**config.mk**
```make
export PLATFORM = sky130hd
export DESIGN_NAME = fltm_node_store
export DESIGN_NICKNAME = d
export VERILOG_FILES = /design/src/four_ary_loser_tree_merge_top_macros.svh /design/src/fltm_pkg.sv /design/src/fltm_node_store.sv
export SDC_FILE = /design/constraint.sdc
export NUM_CORES = 2
export LEC_CHECK = 0
export BUFFER_PORTS_ARGS = -buffer_cell sky130_fd_sc_hd__buf_2
export CAP_MARGIN = 25
export CELL_PAD_IN_SITES_DETAIL_PLACEMENT = 2
export CELL_PAD_IN_SITES_GLOBAL_PLACEMENT = 2
export CORE_MARGIN = 2
export CORE_UTILIZATION = 38
export DETAILED_ROUTE_END_ITERATION = 10
export GPL_ROUTABILITY_DRIVEN = 0
export PLACE_DENSITY = 0.63
export SLEW_MARGIN = 10
export SYNTH_ARGS = -nofsm -noshare
export SYNTH_HDL_FRONTEND = slang
export SYNTH_SLANG_ARGS = --single-unit
```
**constraint.sdc**
```tcl
create_clock -name clk -period 6.2 [get_ports clk]
set_clock_uncertainty 0.2 [all_clocks]
set_input_delay 0.93 -clock clk [delete_from_list [all_inputs] [get_ports clk]]
set_output_delay 0.93 -clock clk [all_outputs]
set_load 0.01 [all_outputs]
```
**src/four_ary_loser_tree_merge_top_macros.svh**
```systemverilog
// Assertion macros for the four-ary loser tree merge block.
// Used by the top level; expects clk and arst_n in scope at the point of use.
`ifndef FOUR_ARY_LOSER_TREE_MERGE_TOP_MACROS_SVH
`define FOUR_ARY_LOSER_TREE_MERGE_TOP_MACROS_SVH

// Same-cycle implication, disabled while in reset.
`define FLTM_ASSERT_SAME(name, ante, cons, msg) \
	name: assert property (@(posedge clk) disable iff (!arst_n) (ante) |-> (cons)) \
		else $error(msg);

// Next-cycle implication, disabled while in reset.
`define FLTM_ASSERT_NEXT(name, ante, cons, msg) \
	name: assert property (@(posedge clk) disable iff (!arst_n) (ante) |=> (cons)) \
		else $error(msg);

`endif

```
**src/fltm_pkg.sv**
```systemverilog
// Shared constants, types and elaboration helpers for the loser tree merge.
// No dependencies; used by the interfaces, the node store and the top level.
package fltm_pkg;

	localparam int DEF_MAX_STREAMS = 64;
	localparam int DEF_VALUE_BITS  = 31;
	localparam int FANOUT          = 4;

	localparam int               CFG_W        = 7;
	localparam logic [CFG_W-1:0] CFG_RESET    = 7'd64;
	localparam int               OUT_VALUE_W  = 31;
	localparam int               OUT_STREAM_W = 6;

	// Control of the node store for one cycle.
	typedef struct packed {
		logic rd_win;   // read the winner slot at rd_addr
		logic rd_lose;  // read final and pair loser slots at rd_addr
		logic wr_win;
		logic wr_fin;
		logic wr_p0;
		logic wr_p1;
	} store_ctl_t;

	// Number of tree levels needed for max_streams leaves.
	function automatic int levels_for(input int max_streams);
		int lv;
		int span;
		lv = 1;
		span = FANOUT;
		while (span < max_streams) begin
			span = span * FANOUT;
			lv++;
		end
		return lv;
	endfunction

	// Total tree nodes over all levels for max_streams leaves.
	function automatic int nodes_for(input int max_streams);
		int total;
		int cnt;
		total = 0;
		cnt = max_streams;
		do begin
			cnt = (cnt + FANOUT - 1) / FANOUT;
			total = total + cnt;
		end while (cnt > 1);
		return total;
	endfunction

endpackage

```
**src/fltm_node_store.sv**
```systemverilog
// Node store of the loser tree: one memory per slot (winner, final loser,
// two pair losers), one write address and one read address, registered reads.
module fltm_node_store #(
	parameter int NODES   = 21,
	parameter int NODE_W  = 5,
	parameter int ENTRY_W = 37
) (
	input  logic                 clk,
	input  fltm_pkg::store_ctl_t ctl,
	input  logic [NODE_W-1:0]    rd_addr,
	input  logic [NODE_W-1:0]    wr_addr,
	input  logic [ENTRY_W-1:0]   wr_win,
	input  logic [ENTRY_W-1:0]   wr_fin,
	input  logic [ENTRY_W-1:0]   wr_p0,
	input  logic [ENTRY_W-1:0]   wr_p1,
	output logic [ENTRY_W-1:0]   rd_win,
	output logic [ENTRY_W-1:0]   rd_fin,
	output logic [ENTRY_W-1:0]   rd_p0,
	output logic [ENTRY_W-1:0]   rd_p1
);

	logic [ENTRY_W-1:0] mem_win [NODES];
	logic [ENTRY_W-1:0] mem_fin [NODES];
	logic [ENTRY_W-1:0] mem_p0  [NODES];
	logic [ENTRY_W-1:0] mem_p1  [NODES];

	always_ff @(posedge clk) begin
		if (ctl.wr_win) mem_win[wr_addr] <= wr_win;
		if (ctl.wr_fin) mem_fin[wr_addr] <= wr_fin;
		if (ctl.wr_p0)  mem_p0[wr_addr]  <= wr_p0;
		if (ctl.wr_p1)  mem_p1[wr_addr]  <= wr_p1;
	end

	// Hold read data until the next read of the same group.
	always_ff @(posedge clk) begin
		if (ctl.rd_win) rd_win <= mem_win[rd_addr];
		if (ctl.rd_lose) begin
			rd_fin <= mem_fin[rd_addr];
			rd_p0  <= mem_p0[rd_addr];
			rd_p1  <= mem_p1[rd_addr];
		end
	end

endmodule

```
==> metrics.cfg <==
[finish]
multiInputGateArea_mm2 = 0.0238
final_common_cell = edfxtp_1
drive_gt1_share_pct = 19.2
final_cell_count_no_fill = 11400
mostFrequentLayoutCells = edfxtp_1, mux2i_1, clkbuf_16
syn_to_final_growth_pct = 15.1
final_cell_area_mm2 = 0.141
ff_latch_area_mm2 = 0.0978
fillers = 29600
fin_nets = 6949

[route]
wirelength_mm = 382
drt-initial-drc-count = 5481
wl_per_cell_um = 33.5
via_per_inst = 5.67
postRouteAntennaNets = 0
vias = 64600
drc = 0
firstDrtPassIters = 6

[worst_setup_path]
crit_path_max_fanout = 21
setup.worst_path.start = wr_addr[1]
end_kind = register
reg2reg_to = rd_win[22]
rr_worst_depth = 4
regToRegSetupSlack_ns = 4.06
r2r_start = mem_win[4][22]
arrival_ns = 3.86
crit_type = primary input to register
cp.required_ns = 6.57
worst_setup_path_start_kind = primary input

[place]
placed_area_mm2 = 0.130
dpl.cell_count = 10700
io_buffers = 312
hpwl_mm = 193
dpl_worst_slack_ns = 1.82

[power_and_ir_drop]
ir_worst_vdd_v = 0.000176
switchingPower_w = 0.0103
p_int_w = 0.0368
seqPwrFrac_pct = 52.5
leakagePower_nw = 46.7
cellPowerDensity_mw_per_mm2 = 334
p_sw_share_pct = 21.9
clkPwrFrac_pct = 43.0
power_frac_comb_pct = 4.4

[sta]
finalCritPeriodShare_pct = 56.4
maxSlewHeadroom_pct = 31.2
fmax_ghz = 0.286
fin_ws_ns = 2.70
setup_viol = 0
fin_setup_tns_ns = 0
worst_pin_slew_ns = 1.03
finalHoldViolCount = 0
drv_slew = 0
period_needed_ns = 3.50
rsz0062_at_grt = no

[run]
cap_violations = 0

[floorplanning]
placementRows = 208
die-height_um = 572
start_util_pct = 38.2
core_mm2 = 0.321
io_pins = 313
die_area_mm2 = 0.328
die_w_um = 572

[clock_network]
clk_latency_ns = 0.93
cts_tree = done
cts.sinks = 3256
htree_num_levels = 5
cts.reportedPaths.clkPinSlew_ns = 0.06
cts_buffers = 353
clock_path_buffers = 4
cts-root-buf = clkbuf_16
hold_buffers = 0
post_cts_buffers = 0
cts_resized = 0

[grt]
grt_overflow = 0
grt_first_pass_wirelength_mm = 537
antenna_found_initial = 78
grt_max_degree = 99
grt_pass1_vias = 71200
grt_usage_pct = 23.0

[synthesis]
synthesis.area_mm2 = 0.123
synth_nets = 6478
synth_cell_types = 36
synth_top_area_share_pct = 79.6
ys_seq_area_share_pct = 79.6
synth_top_cell_by_area = edfxtp_1
synth.area.top_cells = edfxtp_1, mux2i_1, mux4_2
ys_ff_latch = 3256
yosysWarnings = 0
syn_inst = 6313
synth.avg_cell_area_um2 = 19.4

[run_status]
status = complete, no violations

[min_path]
holdCritPathClass = primary input to register
whs_path_depth = 1
min_from = wr_fin[27]
hold_end = mem_fin[5][27]

==> cell usage after synthesis, drive strengths merged <==
master,number
edfxtp,3256
mux2i,982
a21oi,242
clkbuf,214
buf,159
nor2,154
mux2,148
mux4,148
o21ai,148
o22ai,148
a221oi,121
nand4,121
o22a,121
nor3,80
nand2,58
a211oi,54
nor2b,54
nor4,27
o221ai,27
or4,27
inv,5
and2,3
nand2b,3
nand3b,3
nor3b,2
or2,2
or3b,2
nand3,1
nand4bb,1
or3,1
or4b,1
==> cells by family after synthesis <==
kind of cell           count (synthesis)  share of synthesized area, %
DFF                                 3256                          79.6
buffers and inverters                378                          1.40
and+or+nand+nor                      540                          2.28
AOI/OAI and AO/OA                    861                          4.59
muxes                               1278                          12.1
==> metal layers <==
metal	GRT usage [%]	up-vias	routed length (um)	share of wire [%]
li1	-	26800	-	-
met1	30.1	35400	160000	42
met2	40.0	1769	193000	51
met3	3.19	564	18200	4.8
met4	6.57	32	10100	2.6
met5	0	-	225	0.059
==> sequential cells by signal, summed over array words and instances, names as in the netlist <==
| name | cells |
|---|---|
| mem_fin | 777 |
| mem_p0 | 777 |
| mem_p1 | 777 |
| mem_win | 777 |
| rd_fin | 37 |
| rd_p0 | 37 |
| rd_p1 | 37 |
| rd_win | 37 |
==> through the flow <==
stage	hold WS [ns]	utilization, %	total power [W]
finish	0.205	44.0	0.0471
global route	0.168	44.0	0.0485
CTS	0.129	44.0	0.0477
detailed placement	0.348	40.6	0.0274
global placement	0.337	40.5	0.0272
floorplan	0.322	-	0.0262
==> power by group through the flow <==
stage               clock, W  sequential (W)  combinational (W)
global route          0.0214          0.0248            0.00224
floorplan                  0          0.0252            0.00102
finish                0.0203          0.0248            0.00209
CTS                   0.0207          0.0248            0.00213
global placement           0          0.0252            0.00200
detailed placement         0          0.0252            0.00211
==> critical path, stage by stage <==
cell,delay (ns)
buf_2,0.12
or2_2,0.56
nor3b_1,0.35
nand2_1,0.45
nor2_4,0.91
buf_4,0.48
==> how the worst max path moves through the flow <==
| stage | end | cells after the start |
|---|---|---|
| floorplan | mem_fin[16][0] | 4 |
| global placement | mem_win[20][32] | 6 |
| detailed placement | mem_win[20][28] | 6 |
| CTS | mem_win[20][34] | 6 |
| global route | mem_win[20][22] | 6 |
| finish | mem_win[20][22] | 6 |
==> layout make-up <==
class                           instances  share of cell area [%]
Antenna cell                           21                  0.0372
Clock buffer                          424                    6.52
Clock inverter                        202                    1.17
Inverter                                5                  0.0168
Multi-Input combinational cell       2679                    16.8
Sequential cell                      3256                    69.2
Tap cell                             4305                    3.81
Timing Repair Buffer                  489                    2.41
(Power assumes the default switching activity.)
